<file path="config.mk">
export PLATFORM = sky130hd
export DESIGN_NAME = spectrum_packet_deframer
export DESIGN_NICKNAME = d
export VERILOG_FILES = /design/src/hdl/spd_pkg.sv /design/src/hdl/spd_ram.sv /design/src/hdl/spd_front.sv /design/src/hdl/spd_queue.sv /design/src/hdl/spd_back.sv /design/src/hdl/spectrum_packet_deframer.sv
export SDC_FILE = /design/constraint.sdc
export NUM_CORES = 2
export LEC_CHECK = 0
export ABC_AREA = 1
export BUFFER_PORTS_ARGS = -buffer_cell sky130_fd_sc_hd__buf_2
export CAP_MARGIN = 20
export CORE_ASPECT_RATIO = 1.5
export CORE_MARGIN = 1.5
export CORE_UTILIZATION = 59
export CTS_CLUSTER_DIAMETER = 30
export DETAILED_ROUTE_END_ITERATION = 10
export PLACE_DENSITY = 0.73
export SETUP_SLACK_MARGIN = 0.5
export SLEW_MARGIN = 30
export SYNTH_ARGS = -nofsm -noshare
export SYNTH_HDL_FRONTEND = slang
export SYNTH_SLANG_ARGS = --single-unit
</file>
<file path="constraint.sdc">
create_clock -name clk_i -period 5.5 [get_ports clk_i]
set_input_delay 0.55 -clock clk_i [delete_from_list [all_inputs] [get_ports clk_i]]
set_output_delay 0.55 -clock clk_i [all_outputs]
set_load 0.1 [all_outputs]
</file>
<file path="src/hdl/spd_pkg.sv">
// Shared types and constants of the spectrum packet deframer.
`default_nettype none
package spd_pkg;

  localparam int PACKET_BYTES = 64;
  localparam int DATA_PACKETS = 64;

  localparam logic [7:0] SYNC_BYTE = 8'h69;

  localparam int KIND_W   = 3;
  localparam int SAMPLE_W = 16;
  localparam int INDEX_W  = 11;

  localparam int QUEUE_DEPTH = 4;
  localparam int QPTR_W      = $clog2(QUEUE_DEPTH);
  localparam int QCNT_W      = $clog2(QUEUE_DEPTH + 1);

  typedef enum logic [KIND_W-1:0] {
    KIND_SAMPLE      = 3'd0,
    KIND_FRAME_DONE  = 3'd1,
    KIND_PREMATURE   = 3'd2,
    KIND_SYNC_MISSED = 3'd3,
    KIND_DROPPED     = 3'd4
  } kind_e;

  // One job for the back end: a status result, or a drain of one buffer half.
  typedef struct packed {
    kind_e              kind;
    logic               half;
    logic [INDEX_W-1:0] base;
  } cmd_t;

  // Back end tells the front end that a buffer half has been drained.
  typedef struct packed {
    logic valid;
    logic half;
  } back_done_t;

  // Byte write into the low or high byte buffer.
  typedef struct packed {
    logic       we_lo;
    logic       we_hi;
    logic [7:0] data;
  } ram_wr_t;

endpackage
`default_nettype wire

</file>
<file path="src/hdl/spd_ram.sv">
// Generic single-write, single-read RAM with registered read data.
`default_nettype none
module spd_ram #(
  parameter int Width = 8,
  parameter int Depth = 128
) (
  input  wire logic                     clk_i,
  input  wire logic                     we_i,
  input  wire logic [$clog2(Depth)-1:0] waddr_i,
  input  wire logic [Width-1:0]         wdata_i,
  input  wire logic                     re_i,
  input  wire logic [$clog2(Depth)-1:0] raddr_i,
  output logic      [Width-1:0]         rdata_o
);

  logic [Width-1:0] mem_q [Depth];

  always_ff @(posedge clk_i) begin
    if (we_i) begin
      mem_q[waddr_i] <= wdata_i;
    end
    if (re_i) begin
      rdata_o <= mem_q[raddr_i];
    end
  end

endmodule
`default_nettype wire

</file>
<file path="src/hdl/spd_front.sv">
// Front end: takes byte beats, tracks packet and byte counts, writes buffers, issues jobs.
`default_nettype none
module spd_front import spd_pkg::*; #(
  parameter int PacketBytes = PACKET_BYTES,
  parameter int DataPackets = DATA_PACKETS
) (
  input  wire logic                            clk_i,
  input  wire logic                            rst_ni,
  input  wire logic                            in_valid_i,
  output logic                                 in_ready_o,
  input  wire logic [7:0]                      rx_byte_i,
  input  wire logic                            transfer_end_i,
  input  wire logic                            q_full_i,
  output logic                                 q_push_o,
  output cmd_t                                 q_cmd_o,
  input  wire back_done_t                      done_i,
  output ram_wr_t                              wr_o,
  output logic [$clog2(PacketBytes):0]         waddr_o
);

  localparam int IdxW = $clog2(PacketBytes);
  localparam int PnW  = $clog2(DataPackets + 1);
  localparam int BcW  = $clog2(PacketBytes + 2);

  logic [PnW-1:0] pn_q, pn_d;
  logic [BcW-1:0] bc_q, bc_d;
  logic [1:0]     busy_q, busy_d;

  logic           sync_phase;
  logic           accept;
  logic [BcW-1:0] bc_inc;
  logic [31:0]    base_full;

  assign sync_phase = (pn_q == PnW'(DataPackets));
  assign in_ready_o = !q_full_i && (sync_phase || !busy_q[pn_q[1]]);
  assign accept     = in_valid_i && in_ready_o;
  assign bc_inc     = (bc_q <= BcW'(PacketBytes)) ? bc_q + BcW'(1) : bc_q;
  assign base_full  = 32'(pn_q >> 1) * 32'(PacketBytes);
  assign waddr_o    = {pn_q[1], bc_q[IdxW-1:0]};

  always_comb begin
    pn_d         = pn_q;
    bc_d         = bc_q;
    busy_d       = busy_q;
    q_push_o     = 1'b0;
    q_cmd_o.kind = KIND_DROPPED;
    q_cmd_o.half = pn_q[1];
    q_cmd_o.base = base_full[INDEX_W-1:0];
    wr_o.we_lo   = 1'b0;
    wr_o.we_hi   = 1'b0;
    wr_o.data    = rx_byte_i;

    if (done_i.valid) begin
      busy_d[done_i.half] = 1'b0;
    end

    if (accept) begin
      if (sync_phase) begin
        // decide on the first byte, swallow the rest of the transfer
        if (bc_q == '0) begin
          q_push_o     = 1'b1;
          q_cmd_o.kind = (rx_byte_i == SYNC_BYTE) ? KIND_FRAME_DONE : KIND_SYNC_MISSED;
          bc_d         = BcW'(1);
        end
        if (transfer_end_i) begin
          pn_d = '0;
          bc_d = '0;
        end
      end else begin
        if (bc_q < BcW'(PacketBytes)) begin
          wr_o.we_lo = !pn_q[0];
          wr_o.we_hi = pn_q[0];
        end
        if (!transfer_end_i) begin
          bc_d = bc_inc;
        end else begin
          bc_d = '0;
          if (bc_inc == BcW'(PacketBytes)) begin
            if (pn_q[0]) begin
              q_push_o          = 1'b1;
              q_cmd_o.kind      = KIND_SAMPLE;
              busy_d[pn_q[1]]   = 1'b1;
            end
            pn_d = pn_q + PnW'(1);
          end else if ((bc_q == '0) && (rx_byte_i == SYNC_BYTE)) begin
            q_push_o     = 1'b1;
            q_cmd_o.kind = KIND_PREMATURE;
            pn_d         = '0;
          end else begin
            q_push_o     = 1'b1;
            q_cmd_o.kind = KIND_DROPPED;
          end
        end
      end
    end
  end

  always_ff @(posedge clk_i or negedge rst_ni) begin
    if (!rst_ni) begin
      pn_q   <= '0;
      bc_q   <= '0;
      busy_q <= '0;
    end else begin
      pn_q   <= pn_d;
      bc_q   <= bc_d;
      busy_q <= busy_d;
    end
  end

endmodule
`default_nettype wire

</file>
<file path="src/hdl/spd_queue.sv">
// Short job queue between front and back end.
`default_nettype none
module spd_queue import spd_pkg::*; (
  input  wire logic clk_i,
  input  wire logic rst_ni,
  input  wire logic push_i,
  input  wire cmd_t push_cmd_i,
  output logic      full_o,
  input  wire logic pop_i,
  output logic      valid_o,
  output cmd_t      head_o
);

  cmd_t              slot_q [QUEUE_DEPTH];
  logic [QPTR_W-1:0] wptr_q, rptr_q;
  logic [QCNT_W-1:0] cnt_q;

  logic do_push, do_pop;

  assign full_o  = (cnt_q == QCNT_W'(QUEUE_DEPTH));
  assign valid_o = (cnt_q != '0);
  assign head_o  = slot_q[rptr_q];
  assign do_push = push_i && !full_o;
  assign do_pop  = pop_i && valid_o;

  always_ff @(posedge clk_i) begin
    if (do_push) begin
      slot_q[wptr_q] <= push_cmd_i;
    end
  end

  always_ff @(posedge clk_i or negedge rst_ni) begin
    if (!rst_ni) begin
      wptr_q <= '0;
      rptr_q <= '0;
      cnt_q  <= '0;
    end else begin
      if (do_push) begin
        wptr_q <= (wptr_q == QPTR_W'(QUEUE_DEPTH - 1)) ? '0 : wptr_q + QPTR_W'(1);
      end
      if (do_pop) begin
        rptr_q <= (rptr_q == QPTR_W'(QUEUE_DEPTH - 1)) ? '0 : rptr_q + QPTR_W'(1);
      end
      if (do_push && !do_pop) begin
        cnt_q <= cnt_q + QCNT_W'(1);
      end else if (do_pop && !do_push) begin
        cnt_q <= cnt_q - QCNT_W'(1);
      end
    end
  end

endmodule
`default_nettype wire

</file>
<file path="src/hdl/spd_back.sv">
// Back end: carries out jobs, drains buffer halves into samples, drives the result register.
`default_nettype none
module spd_back import spd_pkg::*; #(
  parameter int PacketBytes = PACKET_BYTES
) (
  input  wire logic                        clk_i,
  input  wire logic                        rst_ni,
  input  wire logic                        q_valid_i,
  input  wire cmd_t                        q_head_i,
  output logic                             q_pop_o,
  output back_done_t                       done_o,
  output logic                             re_o,
  output logic [$clog2(PacketBytes):0]     raddr_o,
  input  wire logic [7:0]                  rdata_lo_i,
  input  wire logic [7:0]                  rdata_hi_i,
  output logic                             out_valid_o,
  input  wire logic                        out_ready_i,
  output logic [KIND_W-1:0]                kind_o,
  output logic [SAMPLE_W-1:0]              sample_o,
  output logic [INDEX_W-1:0]               sample_index_o,
  output logic                             last_o
);

  localparam int IdxW = $clog2(PacketBytes);

  localparam logic [1:0] ST_IDLE = 2'd0;
  localparam logic [1:0] ST_READ = 2'd1;
  localparam logic [1:0] ST_EMIT = 2'd2;

  logic [1:0]          state_q, state_d;
  logic [IdxW-1:0]     idx_q, idx_d;
  logic                half_q, half_d;
  logic [INDEX_W-1:0]  base_q, base_d;

  logic                out_valid_q, out_valid_d;
  kind_e               out_kind_q, out_kind_d;
  logic [SAMPLE_W-1:0] out_sample_q, out_sample_d;
  logic [INDEX_W-1:0]  out_index_q, out_index_d;
  logic                out_last_q, out_last_d;

  logic slot_free;
  logic load;
  logic idx_last;

  assign slot_free = !out_valid_q || out_ready_i;
  assign idx_last  = (idx_q == IdxW'(PacketBytes - 1));
  assign raddr_o   = {half_q, idx_q};

  always_comb begin
    state_d      = state_q;
    idx_d        = idx_q;
    half_d       = half_q;
    base_d       = base_q;
    q_pop_o      = 1'b0;
    re_o         = 1'b0;
    done_o.valid = 1'b0;
    done_o.half  = half_q;
    load         = 1'b0;
    out_kind_d   = out_kind_q;
    out_sample_d = out_sample_q;
    out_index_d  = out_index_q;
    out_last_d   = out_last_q;

    unique case (state_q)
      ST_IDLE: begin
        if (q_valid_i) begin
          if (q_head_i.kind == KIND_SAMPLE) begin
            q_pop_o = 1'b1;
            half_d  = q_head_i.half;
            base_d  = q_head_i.base;
            idx_d   = '0;
            state_d = ST_READ;
          end else if (slot_free) begin
            q_pop_o      = 1'b1;
            load         = 1'b1;
            out_kind_d   = q_head_i.kind;
            out_sample_d = '0;
            out_index_d  = '0;
            out_last_d   = 1'b1;
          end
        end
      end
      ST_READ: begin
        re_o    = 1'b1;
        state_d = ST_EMIT;
      end
      ST_EMIT: begin
        // read data holds until the result register frees up
        if (slot_free) begin
          load         = 1'b1;
          out_kind_d   = KIND_SAMPLE;
          out_sample_d = {rdata_hi_i, rdata_lo_i};
          out_index_d  = base_q + INDEX_W'(idx_q);
          out_last_d   = idx_last;
          if (idx_last) begin
            done_o.valid = 1'b1;
            state_d      = ST_IDLE;
          end else begin
            idx_d   = idx_q + IdxW'(1);
            state_d = ST_READ;
          end
        end
      end
      default: begin
        state_d = ST_IDLE;
      end
    endcase

    if (load) begin
      out_valid_d = 1'b1;
    end else if (out_ready_i) begin
      out_valid_d = 1'b0;
    end else begin
      out_valid_d = out_valid_q;
    end
  end

  always_ff @(posedge clk_i or negedge rst_ni) begin
    if (!rst_ni) begin
      state_q     <= ST_IDLE;
      out_valid_q <= 1'b0;
    end else begin
      state_q     <= state_d;
      out_valid_q <= out_valid_d;
    end
  end

  always_ff @(posedge clk_i) begin
    idx_q        <= idx_d;
    half_q       <= half_d;
    base_q       <= base_d;
    out_kind_q   <= out_kind_d;
    out_sample_q <= out_sample_d;
    out_index_q  <= out_index_d;
    out_last_q   <= out_last_d;
  end

  assign out_valid_o    = out_valid_q;
  assign kind_o         = out_kind_q;
  assign sample_o       = out_sample_q;
  assign sample_index_o = out_index_q;
  assign last_o         = out_last_q;

endmodule
`default_nettype wire

</file>
<file path="src/hdl/spectrum_packet_deframer.sv">
// Top level of the spectrum packet deframer.
//
//   channel  direction  handshake               payload
//   in       sink       in_valid_i/in_ready_o   rx_byte_i, transfer_end_i
//   out      source     out_valid_o/out_ready_i kind_o, sample_o, sample_index_o, last_o
//
// Status results are loaded into the result register when it is free. Each sample takes
// a read-then-emit step of the shared buffer read port; the emit waits for a free result
// register. The byte buffers hold two halves of one packet pair each, so a pair is
// received while the previous one drains. Input stalls while the job queue is full or
// while the half to be written still waits to be drained.
// Reset clears counters, pointers and the result valid; buffer contents are not cleared.
`default_nettype none
module spectrum_packet_deframer import spd_pkg::*; #(
  parameter int PacketBytes = PACKET_BYTES,
  parameter int DataPackets = DATA_PACKETS
) (
  input  wire logic                clk_i,
  input  wire logic                rst_ni,
  input  wire logic                in_valid_i,
  output logic                     in_ready_o,
  input  wire logic [7:0]          rx_byte_i,
  input  wire logic                transfer_end_i,
  output logic                     out_valid_o,
  input  wire logic                out_ready_i,
  output logic [KIND_W-1:0]        kind_o,
  output logic [SAMPLE_W-1:0]      sample_o,
  output logic [INDEX_W-1:0]       sample_index_o,
  output logic                     last_o
);

  localparam int IdxW     = $clog2(PacketBytes);
  localparam int RamDepth = 2 * (2 ** IdxW);

  logic          q_full, q_push, q_valid, q_pop;
  cmd_t          q_cmd, q_head;
  back_done_t    done;
  ram_wr_t       wr;
  logic [IdxW:0] waddr, raddr;
  logic          re;
  logic [7:0]    rdata_lo, rdata_hi;

  spd_front #(
    .PacketBytes (PacketBytes),
    .DataPackets (DataPackets)
  ) u_front (
    .clk_i          (clk_i),
    .rst_ni         (rst_ni),
    .in_valid_i     (in_valid_i),
    .in_ready_o     (in_ready_o),
    .rx_byte_i      (rx_byte_i),
    .transfer_end_i (transfer_end_i),
    .q_full_i       (q_full),
    .q_push_o       (q_push),
    .q_cmd_o        (q_cmd),
    .done_i         (done),
    .wr_o           (wr),
    .waddr_o        (waddr)
  );

  spd_queue u_queue (
    .clk_i      (clk_i),
    .rst_ni     (rst_ni),
    .push_i     (q_push),
    .push_cmd_i (q_cmd),
    .full_o     (q_full),
    .pop_i      (q_pop),
    .valid_o    (q_valid),
    .head_o     (q_head)
  );

  spd_ram #(
    .Width (8),
    .Depth (RamDepth)
  ) u_ram_lo (
    .clk_i   (clk_i),
    .we_i    (wr.we_lo),
    .waddr_i (waddr),
    .wdata_i (wr.data),
    .re_i    (re),
    .raddr_i (raddr),
    .rdata_o (rdata_lo)
  );

  spd_ram #(
    .Width (8),
    .Depth (RamDepth)
  ) u_ram_hi (
    .clk_i   (clk_i),
    .we_i    (wr.we_hi),
    .waddr_i (waddr),
    .wdata_i (wr.data),
    .re_i    (re),
    .raddr_i (raddr),
    .rdata_o (rdata_hi)
  );

  spd_back #(
    .PacketBytes (PacketBytes)
  ) u_back (
    .clk_i          (clk_i),
    .rst_ni         (rst_ni),
    .q_valid_i      (q_valid),
    .q_head_i       (q_head),
    .q_pop_o        (q_pop),
    .done_o         (done),
    .re_o           (re),
    .raddr_o        (raddr),
    .rdata_lo_i     (rdata_lo),
    .rdata_hi_i     (rdata_hi),
    .out_valid_o    (out_valid_o),
    .out_ready_i    (out_ready_i),
    .kind_o         (kind_o),
    .sample_o       (sample_o),
    .sample_index_o (sample_index_o),
    .last_o         (last_o)
  );

endmodule
`default_nettype wire
</file>
==> impl_metrics.toml <==
[outcome]
status = "completed"

[synthesis]
syn_avg_cell_area_um2 = 11.3
synth_most_common_cell = "edfxtp_1"
synth_area_leaders = "edfxtp_1 72%, nor2_1 8.1%, nand2_1 6.2%, o21ai_0 4.5%, nand3_1 2.7%"
yosysSeqAreaShare_pct = 72.6
syn-num-nets = 7928
synth-edff-count = 2138
yosys.area.top_type = "edfxtp_1"
synth_top_area_share_pct = 71.9
synth.distinct_cells = 35
yosys-top-cells-count = "2138 x edfxtp_1, 1918 x nor2_1, 1482 x nand2_1, 800 x o21ai_0, 487 x nand3_1"
ys_ff_latch = 2164
syn_inst = 7903
yosysWarnings = 0
synth_area_um2 = 89300
ys.flop_type = "edfxtp_1"
ys_async_sr_fraction_pct = 1.20

[global_routing]
grt_pass1_vias = 60300
antenna_found_initial = 9
overflow = 0
track_usage_pct = 32.3
grt_pass1_wl_mm = 368
grt_max_degree = 217

[floorplanning]
core_area_um2 = 150000
std_cell_rows = 174
die_w_um = 321
dieArea_um2 = 154000
die_height_um = 479
ios = 46
initial_utilization_pct = 59.5

[route]
wl_mm = 249
wl_per_cell_um = 25.0
antenna_left = 0
drt_iter0_markers = 8011
drc = 0
via_per_inst = 6.12
dr_total_vias = 61000
first_pass_iters = 8

[cts]
numCtsBuffers = 241
ctsLongestPathBuffers = 3
cts-hold-fix-buffers = 1
ctsResizeCount = 0
cts.sinks = 2164
cts_tree = "done"
post-cts-setup-buffers = 0
h-tree-depth = 4
cts-root-buf = "clkbuf_16"
clk_pin_slew_ns = 0.06
clk_latency_ns = 0.88

[timing]
fin_crit_sh_pct = 69.3
tns_ns = 0
maxSlewViolCount = 0
hold_viol_final = 0
setup_violations = 0
rsz0062_at_grt = "false"
clock_skew_ns = 0.0347
clock.fmax_ghz = 0.262
finalCriticalPeriod_ns = 3.81
relSlewSlack_pct = 30.5
tightest_slew_ns = 1.04

[layout]
syn_to_final_growth_pct = 11.2
seq_area_um2 = 64900
stdcell_area_um2 = 99300
nFillCells = 10600
layout.nets = 7830
layout-drive-gt1-share_pct = 7.35
multiInputGateArea_um2 = 21500

[setup_path]
timing.rr.start = "u_back.idx_q[0]"
cp_max_fo = 122
endpoint = "u_ram_lo.rdata_o[3]"
crit_path_end_kind = "flop"
worst-r2r-cell-count = 12
setup.worst_path.class = "reg2reg"
cp.required_ns = 6.13
cp-start-kind = "flop"
r2r_setup_slack_ns = 1.69
cp.arrival_ns = 4.44
crit_path_start = "u_back.idx_q[0]"
r2r-end = "u_ram_lo.rdata_o[3]"

[placement]
io_buffer_count = 45
gp_congestion = 0.928
hpwl_mm = 144
post_dp_cell_area_um2 = 90900

[power]
powerDensity_nw_per_um2 = 516
irDropWorstVdd_mv = 0.742
power_leakage_nw = 34.7

[run]
drv_cap = 0

[min_path]
hold_start = "out_ready_i"
hold_class = "in2reg"
[worst min-delay path by stage]
stage,cells past startpoint,slack (ns),endpoint
final,4,0.05,u_back.state_q[1]
after CTS,4,0.03,u_back.state_q[1]
after global routing,4,0.06,u_back.state_q[1]
after floorplan,0,0.25,u_back.out_valid_o
after global placement,1,0.50,u_back.state_q[1]
after detailed placement,2,0.50,u_front.busy_q[0]
[area by class of cell]
type                    instances  share of cell area (%)
inverters                     221                   0.862
diodes                          7                  0.0176
multi-input cells            5044                    21.6
clock buffers                 263                    6.16
well taps                    1936                    2.44
repair buffers                133                    1.35
clock inverters               193                    2.21
flip-flops and latches       2164                    65.3
[kinds of logic after synthesis]
| kind of cell | share of synthesized area [%] |
|---|---|
| DFF | 72.6 |
| xor gates and xnor gates | 0.0981 |
| AOI/OAI and AO/OA | 6.37 |
| muxes | 0.0126 |
| and+or+nand+nor | 17.3 |
| buffers and inverters | 3.39 |
| adders and majority gates | 0.177 |
[state kept, by name, indices dropped and copies added (netlist names)]
register	cells
u_back.sample_index_o	11
u_ram_lo.rdata_o	8
u_back.out_valid_o	1
u_queue.rptr_q	2
u_back.idx_q	6
u_front.bc_q	7
u_back.last_o	1
u_back.kind_o	3
u_front.busy_q	2
u_queue.slot_q	32
u_ram_hi.rdata_o	8
u_queue.wptr_q	2
u_ram_lo.mem_q	1024
u_back.sample_o	16
u_queue.cnt_q	3
u_back.state_q	2
u_back.base_q	5
u_ram_hi.mem_q	1024
u_front.pn_q	7
[placed cells by master (no fill, tap or decap), types with 19 or more instances in the layout]
| master | Yosys | layout |
|---|---|---|
| edfxtp_1 | 2138 | 2138 |
| nor2_1 | 1918 | 1916 |
| nand2_1 | 1482 | 1482 |
| o21ai_0 | 800 | 799 |
| nand3_1 | 487 | 487 |
| clkbuf_16 | 0 | 241 |
| inv_1 | 210 | 210 |
| o21ai_1 | 115 | 115 |
| a21oi_1 | 80 | 80 |
| o211ai_1 | 64 | 64 |
| buf_4 | 19 | 57 |
| inv_6 | 0 | 44 |
| buf_2 | 187 | 37 |
| clkinvlp_4 | 0 | 32 |
| o22ai_1 | 29 | 29 |
| buf_12 | 0 | 28 |
| clkinv_2 | 0 | 27 |
| dfrtp_1 | 26 | 26 |
| bufinv_16 | 0 | 25 |
| clkbuf_1 | 199 | 22 |
| clkinv_4 | 0 | 20 |
| clkinv_1 | 6 | 19 |
[critical path: stages (launching register included)]
cell and delay [ns]:
edfxtp_1 0.83, inv_8 0.42, buf_12 0.37, nand2_1 0.13, nand3_1 0.08, nand3_1 0.14
nand2_1 0.07, nor2_1 0.71, nand2_1 0.10, nand3_1 0.24, nand3_1 0.18, nand2_1 0.16
inv_1 0.05
[per-stage QoR]
stage	hold slack, ns	std cells	utilization [%]	worst slack, ns	power (mW)
2_1_floorplan	0.254	7903	-	0.977	29.2
3_3_place_gp	0.497	9496	60.6	1.73	34.5
3_5_place_dp	0.501	9496	60.6	1.87	34.6
4_1_cts	0.0294	9953	66.2	1.84	50.9
5_1_grt	0.0650	9955	66.2	1.53	52.9
6_report	0.0530	9961	66.2	1.69	51.2
[routing by layer]
layer  routed length [µm]  up-vias  GRT usage, %
li1                     -    27100             -
met1                86000    29500          38.9
met2               121000     3621          53.0
met3                22500      822          5.45
met4                19000       10          23.3
met5                   65        -             0
[power breakdown]
part	switching, mW	internal, mW
Combinational	12.1	3.74
Clock	7.03	9.43
Sequential	0.289	18.6
Total	19.4	31.8
No activity file was read; power rests on OpenSTA's default activity.
